--- src/assert_macros.svh ---
// assertion macros shared by the slot table rtl
// depends on nothing; define ASSERT_OFF to compile the checks out
`ifndef ASSERT_MACROS_SVH
`define ASSERT_MACROS_SVH

`ifndef ASSERT_OFF

// same-cycle implication, checked outside reset
`define FLST_ASSERT_IMPL(lbl, clk, rst_n, ante, cons) \
    lbl: assert property (@(posedge clk) disable iff (!rst_n) (ante) |-> (cons)) \
        else $error("slot table check failed");

// next-cycle implication, checked outside reset
`define FLST_ASSERT_NEXT(lbl, clk, rst_n, ante, cons) \
    lbl: assert property (@(posedge clk) disable iff (!rst_n) (ante) |=> (cons)) \
        else $error("slot table check failed");

`else

`define FLST_ASSERT_IMPL(lbl, clk, rst_n, ante, cons)
`define FLST_ASSERT_NEXT(lbl, clk, rst_n, ante, cons)

`endif

`endif

--- src/flst_pkg.sv ---
// types, constants and codes of the slot table
// depends on nothing; used by free_list_slot_table, flst_ctrl and flst_datapath
package flst_pkg;

    localparam int ENTRIES = 16384;
    localparam int IDX_W   = $clog2(ENTRIES);
    localparam int CNT_W   = IDX_W + 1;

    localparam logic [15:0]      END_MARK  = 16'hFFFF;
    localparam logic [16:0]      ENTRY_LIM = 17'(ENTRIES);
    localparam logic [CNT_W-1:0] COUNT_LIM = CNT_W'(ENTRIES);

    typedef enum logic [1:0] {
        REQ_ALLOC = 2'd0,
        REQ_READ  = 2'd1,
        REQ_FREE  = 2'd2,
        REQ_NOP   = 2'd3
    } req_t;

    typedef enum logic [1:0] {
        ST_OK     = 2'd0,
        ST_FULL   = 2'd1,
        ST_RANGE  = 2'd2,
        ST_REGION = 2'd3
    } status_t;

    typedef enum logic [2:0] {
        S_IDLE,
        S_ALLOC,
        S_READ,
        S_NOP,
        S_FREE_RD,
        S_FREE_CHK
    } state_t;

    typedef enum logic [1:0] {
        RD_HEAD,
        RD_SLOT,
        RD_CUR
    } rd_sel_t;

    typedef enum logic [2:0] {
        RES_ALLOC,
        RES_READ,
        RES_FREE_OK,
        RES_FREE_RANGE,
        RES_FREE_REGION,
        RES_NOP
    } res_t;

    typedef struct packed {
        logic    load_req;
        logic    rd_en;
        rd_sel_t rd_sel;
        logic    alloc_commit;
        logic    free_commit;
        logic    out_load;
        res_t    res_kind;
    } cmd_t;

    typedef struct packed {
        logic head_ok;
        logic high_full;
        logic cur_end;
        logic cur_bad;
        logic addr_bad;
    } stat_t;

endpackage

--- src/flst_ctrl.sv ---
// sequencing state machine of the slot table
// depends on flst_pkg and assert_macros.svh
`include "assert_macros.svh"

module flst_ctrl (
    input  logic           clk,
    input  logic           rst_n,
    input  logic           in_valid,
    output logic           in_ready,
    input  logic [1:0]     req_type,
    output logic           out_valid,
    input  logic           out_ready,
    input  flst_pkg::stat_t stat,
    output flst_pkg::cmd_t  cmd
);
    import flst_pkg::*;

    state_t state_reg;
    state_t state_next;
    logic   out_valid_reg;
    logic   out_valid_next;
    logic   accept;
    logic   out_free;

    assign in_ready  = (state_reg == S_IDLE);
    assign accept    = in_valid && in_ready;
    assign out_free  = !out_valid_reg || out_ready;
    assign out_valid = out_valid_reg;

    always_ff @(posedge clk or negedge rst_n)
    begin
        if (!rst_n)
        begin
            state_reg     <= S_IDLE;
            out_valid_reg <= 1'b0;
        end
        else
        begin
            state_reg     <= state_next;
            out_valid_reg <= out_valid_next;
        end
    end

    always_comb
    begin
        state_next       = state_reg;
        cmd.load_req     = 1'b0;
        cmd.rd_en        = 1'b0;
        cmd.rd_sel       = RD_CUR;
        cmd.alloc_commit = 1'b0;
        cmd.free_commit  = 1'b0;
        cmd.out_load     = 1'b0;
        cmd.res_kind     = RES_NOP;

        unique case (state_reg)
            S_IDLE:
            begin
                if (accept)
                begin
                    cmd.load_req = 1'b1;
                    unique case (req_t'(req_type))
                        REQ_ALLOC:
                        begin
                            cmd.rd_en  = 1'b1;
                            cmd.rd_sel = RD_HEAD;
                            state_next = S_ALLOC;
                        end
                        REQ_READ:
                        begin
                            cmd.rd_en  = 1'b1;
                            cmd.rd_sel = RD_SLOT;
                            state_next = S_READ;
                        end
                        REQ_FREE:  state_next = S_FREE_RD;
                        REQ_NOP:   state_next = S_NOP;
                        default:   state_next = S_NOP;
                    endcase
                end
            end
            S_ALLOC:
            begin
                if (out_free)
                begin
                    cmd.out_load     = 1'b1;
                    cmd.res_kind     = RES_ALLOC;
                    cmd.alloc_commit = stat.head_ok || !stat.high_full;
                    state_next       = S_IDLE;
                end
            end
            S_READ:
            begin
                if (out_free)
                begin
                    cmd.out_load = 1'b1;
                    cmd.res_kind = RES_READ;
                    state_next   = S_IDLE;
                end
            end
            S_NOP:
            begin
                if (out_free)
                begin
                    cmd.out_load = 1'b1;
                    cmd.res_kind = RES_NOP;
                    state_next   = S_IDLE;
                end
            end
            S_FREE_RD:
            begin
                if (stat.cur_end || stat.cur_bad)
                begin
                    if (out_free)
                    begin
                        cmd.out_load = 1'b1;
                        cmd.res_kind = stat.cur_end ? RES_FREE_OK : RES_FREE_RANGE;
                        state_next   = S_IDLE;
                    end
                end
                else
                begin
                    cmd.rd_en  = 1'b1;
                    cmd.rd_sel = RD_CUR;
                    state_next = S_FREE_CHK;
                end
            end
            S_FREE_CHK:
            begin
                if (stat.addr_bad)
                begin
                    if (out_free)
                    begin
                        cmd.out_load = 1'b1;
                        cmd.res_kind = RES_FREE_REGION;
                        state_next   = S_IDLE;
                    end
                end
                else
                begin
                    cmd.free_commit = 1'b1;
                    state_next      = S_FREE_RD;
                end
            end
            default: state_next = S_IDLE;
        endcase
    end

    always_comb
    begin
        if (cmd.out_load)
            out_valid_next = 1'b1;
        else if (out_ready)
            out_valid_next = 1'b0;
        else
            out_valid_next = out_valid_reg;
    end

    `FLST_ASSERT_NEXT(a_accept_leaves_idle, clk, rst_n, accept, state_reg != S_IDLE)
    `FLST_ASSERT_IMPL(a_load_into_free_slot, clk, rst_n, cmd.out_load, out_free)
    `FLST_ASSERT_IMPL(a_alloc_has_result, clk, rst_n, cmd.alloc_commit, cmd.out_load)

endmodule

--- config.mk ---
export PLATFORM = sky130hd
export DESIGN_NAME = flst_ctrl
export DESIGN_NICKNAME = d
export VERILOG_FILES = /design/src/flst_pkg.sv /design/src/flst_ctrl.sv
export VERILOG_INCLUDE_DIRS = /design/src /design/src/src
export SDC_FILE = /design/constraint.sdc
export NUM_CORES = 1
export LEC_CHECK = 0
export BUFFER_PORTS_ARGS = -buffer_cell sky130_fd_sc_hd__buf_2
export CAP_MARGIN = 0
export CORE_AREA = 2 2 39 41
export CTS_CLUSTER_SIZE = 30
export DETAILED_ROUTE_END_ITERATION = 8
export DIE_AREA = 0 0 41 43
export PLACE_DENSITY_LB_ADDON = 0.25
export SLEW_MARGIN = 10
export SYNTH_ARGS = -nofsm -noshare
export SYNTH_HDL_FRONTEND = slang
export SYNTH_SLANG_ARGS = --single-unit
--- constraint.sdc ---
create_clock -name clk -period 1.2 [get_ports clk]
set_clock_uncertainty 0.1 [all_clocks]
set_input_delay 0.06 -clock clk [delete_from_list [all_inputs] [get_ports clk]]
set_output_delay 0.06 -clock clk [all_outputs]
set_load 0.03 [all_outputs]
==> qor.yml, run 1 <==
status: "complete, but fails checks"
failed_checks: "setup timing"
criticalPathCategory: "reg -> out"
crit_path_end_kind: "output pin"
grt_max_degree: 12
rrSetupSlack_ns: -0.27
clk_path_buf_depth: 2
hpwl_um: 1080
multiInputGateArea_um2: 498
stdcell_count: 114
wl_per_cell_um: 14.6
vias_per_cell: 5.22
antenna_found_initial: 0
netlist_instances: 59
synth_fa_ha_area_share_pct: 10.4
finalSetupViolations: 14
fill_cells: 110
crit_fanout: 3
start_util_pct: 34.8
tns_ns: -4.19
syn_area_um2: 482
p_leak_nw: 0.442
clkLatencyLatePin_ns: 0.23
pwr-share-seq_pct: 10.7
drive_gt1_share_pct: 73.5
cp-start-kind: "flip-flop"
first_iter_violations: 4
cts_buffers: 3
comb_power_share_pct: 83.1
clkSlewWorstSetupHoldPaths_ns: 0.04
htreeDepth: 1
cts_num_sinks: 4
fin_hold_ws_ns: 0.0639
synth_xor_area_share_pct: 0
rsz0062_at_grt: "yes"
die_area_um2: 1760
ir_drop_v: 0.00147
required_ns: 1.04
coreArea_um2: 1380
largest_register_ffs: 3
vias: 595
period_minus_slack_ns: 1.61
switching_power_mw: 1.22
synth_seq_cells: 4
max_slew_margin_pct: 74.7
die_h_um: 43
synth-simple-area-share_pct: 28.3
final_common_cell: "buf_4"
fin_nets: 115
place.gp.congestion: 0.786
async_flop_share_pct: 100
switching_share_pct: 47.1
cap_violations: 0
layout_setup_ws_ns: -0.410
overflow: 0
clock_power_share_pct: 6.2
final_cell_mix: "17 x buf_4, 11 x buf_2, 11 x buf_6"
drc: 0
power_density_nw_per_um2: 2650
hp-class: "in -> async"
tritoncts: "built"
finalHoldViolCount: 0
syn_nets: 74
drv_slew: 0
synth_edf_count: 0
synth_compound_area_share_pct: 27.3
io_buffers: 22
regArea_um2: 104
insertedDiodeCount: 0
arrival_ns: 1.45
synth_top_family_by_area: "simple AND/OR/NAND/NOR gates"
total_power_mw: 2.60
power.internal_mw: 1.38
fmax_mhz: 621
grt_pass1_vias: 578
synth_area_per_cell_um2: 8.16
synth-main-ff-cell: "dfrtp_1"
ys_seq_area_share_pct: 20.8
synthMuxAreaShare_pct: 2.08
dp_cells: 105
tightest_slew_ns: 0.378
ys_warn_count: 0
die_w_um: 41
firstDrtPassIters: 4
grt_pass1_wl_um: 2530
cts-root-buf: "clkbuf_4"
period_share_pct: 134
rows: 14
syn2layout_area_growth_pct: 104
num_io_pins: 23
synth_cell_types: 34
wl_um: 1670
ant_nets: 0
grt.total_usage_pct: 21.5
power groups by stage:
stage               clock network [mW]  logic (mW)  registers (mW)
CTS                              0.170        1.84           0.266
global placement                     0        1.51           0.266
detailed placement                   0        1.52           0.272
global route                     0.182        2.28           0.290
finish                           0.162        2.16           0.277
floorplan                            0        1.14           0.315
timing repair:
action | CTS | global route
pin swaps | 3 | 5
endpoints found under the setup margin | 15 | 15
hold buffers | 1 | 0
hold endpoints to repair | 4 | 0
setup buffers | 2 | 3
gates resized for setup | 27 | 14
critical path: stages, from the launching register on:
cell and delay, ns:
dfrtp_1 0.38, nand2b_4 0.15, or3_4 0.35, a21o_4 0.21, buf_6 0.13
worst paths after layout:
kind                         startpoint            to  cells past startpoint
max                        state_reg[0]        cmd[2]                      4
min reg2reg                   out_valid     out_valid                      2
min in group clk               in_valid  state_reg[1]                      3
min                               rst_n  state_reg[2]                      2
max in group asynchronous         rst_n     out_valid                      2
max reg2reg                state_reg[1]  state_reg[0]                      5
cells by family after synthesis:
logic type	Yosys count
AOI/OAI and AO/OA	17
DFF	4
buffers and inverters	9
and+or+nand+nor	24
adders and majority gates	4
muxes	1
synthesized netlist by cell type, drive strengths merged, types with 2 or more instances:
master | count | area share (%)
buf | 4 | 7.3
nand3 | 2 | 2.1
a2bb2oi | 2 | 3.6
nor3 | 2 | 2.1
nor2 | 5 | 4.4
ha | 4 | 10
o22ai | 2 | 2.6
dfrtp | 4 | 21
a2111oi | 2 | 4.9
nand2b | 3 | 3.9
nand2 | 4 | 3.1
a21oi | 2 | 2.1
nor2b | 2 | 2.6
inv | 5 | 3.9
o21ai | 2 | 2.1
routing by layer:
layer / wire [um] / GRT usage, % / up-vias
met5: 0 / 0 / -
met4: 21 / 10.0 / 0
met3: 59 / 3.66 / 2
met2: 900 / 35.0 / 14
met1: 683 / 25.8 / 288
li1: - / - / 291
stage by stage:
| stage | setup WS (ns) | cell area [um^2] | utilization [%] |
|---|---|---|---|
| after floorplan | -0.231 | 576 | - |
| after global placement | -0.213 | 751 | 54.2 |
| after detailed placement | -0.227 | 751 | 54.2 |
| after CTS | -0.395 | 897 | 64.8 |
| after global routing | -0.453 | 982 | 71.0 |
| final | -0.410 | 982 | 71.0 |
final cells by class:
class                           instances  area share (%)
Clock buffer                            3            2.29
Inverter                                5            2.17
Multi-Input combinational cell         46            50.7
Sequential cell                         4            10.6
Tap cell                               16            2.04
Timing Repair Buffer                   40            32.2
No activity file was read; power rests on OpenSTA's default activity.
==> run 2, diff against run 1 <==
==> constraint.sdc (replaced) <==
create_clock -name clk -period 1.72 [get_ports clk]
set_clock_uncertainty 0.1 [all_clocks]
set_input_delay 0.086 -clock clk [delete_from_list [all_inputs] [get_ports clk]]
set_output_delay 0.086 -clock clk [all_outputs]
set_load 0.03 [all_outputs]
==> run 2 against run 1 <==
  * The run now ends clean
  * Design area is 32% lower
  * Routed wire length is 33% lower
  * Sequential power is 25% lower
  * Clock power is 31% lower
  * Global-route usage is 5.7 points lower
  * Combinational power is 59% lower
  * Critical endpoint unchanged
  * Largest cell class unchanged
  * Highest routed layer is now met3
==> qor.yml, run 2 (synthesized netlist as in run 1, its figures left out) <==
fmax_mhz: 599
arrival_ns: 1.48  # +0.03 ns
comb_power_share_pct: 73.4  # -9.7 points
first_iter_violations: 4  # unchanged
cts_buffers: 3  # unchanged
grt_pass1_vias: 481  # -17%
vias_per_cell: 5.20  # -0.41%
grt_pass1_wl_um: 1950  # -23%
max_slew_margin_pct: 65.5  # -9.2 points
num_io_pins: 23  # unchanged
io_buffers: 22  # unchanged
wl_per_cell_um: 11.1  # -24%
cp-start-kind: "flip-flop"
rsz0062_at_grt: "no"
stdcell_count: 101  # -11%
start_util_pct: 34.8  # unchanged
die_h_um: 43  # unchanged
placed_area_um2: 618  # -18%
hp-class: "in -> async"
insertedDiodeCount: 0  # unchanged
final_common_cell: "buf_2"
tightest_slew_ns: 0.517  # +0.139 ns
clkSlewWorstSetupHoldPaths_ns: 0.03  # about the same
clock_power_share_pct: 9.3  # +3.1 points
dp_cells: 96  # -8.6%
cap_violations: 0  # unchanged
die_area_um2: 1760  # unchanged
final_util_pct: 48.5  # -23 points
overflow: 0  # unchanged
pwr-share-seq_pct: 17.3  # +6.6 points
cts_num_sinks: 4  # unchanged
ir_drop_v: 0.000763  # -48%
ant_nets: 0  # unchanged
required_ns: 1.53  # +0.49 ns
largest_register_ffs: 3  # unchanged
firstDrtPassIters: 3  # -1
coreArea_um2: 1380  # unchanged
period_minus_slack_ns: 1.67
period_share_pct: 97.1
place.gp.congestion: 0.777  # -1.2%
rows: 14  # unchanged
status: "complete, no violations"
clk_path_buf_depth: 2  # unchanged
switching_power_mw: 0.620  # -49%
drc: 0  # unchanged
tritoncts: "built"
p_leak_nw: 0.323  # -27%
criticalPathCategory: "reg -> out"
cts-root-buf: "clkbuf_4"
fin_nets: 102  # -11%
stdcell_area_um2: 671  # -32%
drive_gt1_share_pct: 48.2  # -25 points
tns_ns: 0  # +4.19 ns
finalSetupViolations: 0  # -14
grt.total_usage_pct: 15.8  # -5.7 points
clkLatencyLatePin_ns: 0.23  # about the same
drv_slew: 0  # unchanged
wl_um: 1120  # -33%
antenna_found_initial: 0  # unchanged
vias: 525  # -12%
die_w_um: 41  # unchanged
hpwl_um: 914  # -15%
grt_max_degree: 13  # +1
power.internal_mw: 0.578  # -58%
syn2layout_area_growth_pct: 39.2
switching_share_pct: 51.8  # +4.7 points
htreeDepth: 1  # unchanged
crit_fanout: 4  # +1
final_cell_mix: "20 x buf_2, 6 x buf_4"
power_density_nw_per_um2: 1790  # -33%
finalHoldViolCount: 0  # unchanged
crit_path_end_kind: "output pin"
==> run 2: final timing paths <==
path                            slack (ns)    startpoint            to  depth (start not counted)
worst max-delay path                  0.05  state_reg[0]        cmd[2]                          4
worst min-delay path                  0.09         rst_n     out_valid                          2
worst max register to register        0.28     out_valid  state_reg[0]                          3
worst min register to register        0.49     out_valid     out_valid                          2
max in group asynchronous             1.31         rst_n  state_reg[0]                          2
min in group clk                      0.10      in_valid  state_reg[1]                          3
==> run 2: power by group through the flow <==
stage | sequential [mW] | clock (mW) | combinational [mW]
after floorplan | 0.205 | 0 | 0.668
after global placement | 0.205 | 0 | 0.836
after detailed placement | 0.207 | 0 | 0.836
after CTS | 0.207 | 0.117 | 0.840
after global routing | 0.216 | 0.124 | 0.956
final | 0.207 | 0.111 | 0.880
==> run 2: worst max-delay path: stages, from the launching register on <==
cell,delay [ns]
dfrtp_2,0.41
nand2b_1,0.16
or3_4,0.35
a21o_1,0.16
buf_2,0.17
==> run 2: cell type report <==
type	instances	area, um^2
Fill cell	151	713
Clock buffer	3	22.5
Multi-Input combinational cell	46	350
Timing Repair Buffer	27	155
Sequential cell	4	104
Tap cell	16	20.0
Inverter	5	18.8
==> run 2: metal layers <==
layer | GRT usage [%] | share of wire, % | wire length, um | vias up
li1 | - | - | - | 267
met1 | 20.3 | 42 | 467 | 250
met5 | 0 | 0 | 0 | -
met3 | 3.14 | 3.4 | 38 | 0
met2 | 24.7 | 55 | 612 | 8
met4 | 6.00 | 0 | 0 | 0
==> run 2: timing repair <==
item / 4_1_cts / 5_1_grt
resized for setup: 1 / 8
endpoints found under the setup margin: 1 / 4
hold buffers: 1 / 0
gates cloned: 0 / 0
buffers inserted: 0 / 1
endpoints found under the hold margin: 4 / 0
==> run 2: metrics by stage <==
step / hold slack (ns) / setup slack [ns] / power, mW
after floorplan: -0.310 / 0.0300 / 0.873
after global placement: -0.208 / 0.233 / 1.04
after detailed placement: -0.208 / 0.234 / 1.04
after CTS: 0.0800 / 0.00241 / 1.16
after global routing: 0.101 / 0.00665 / 1.30
final: 0.0868 / 0.0493 / 1.20
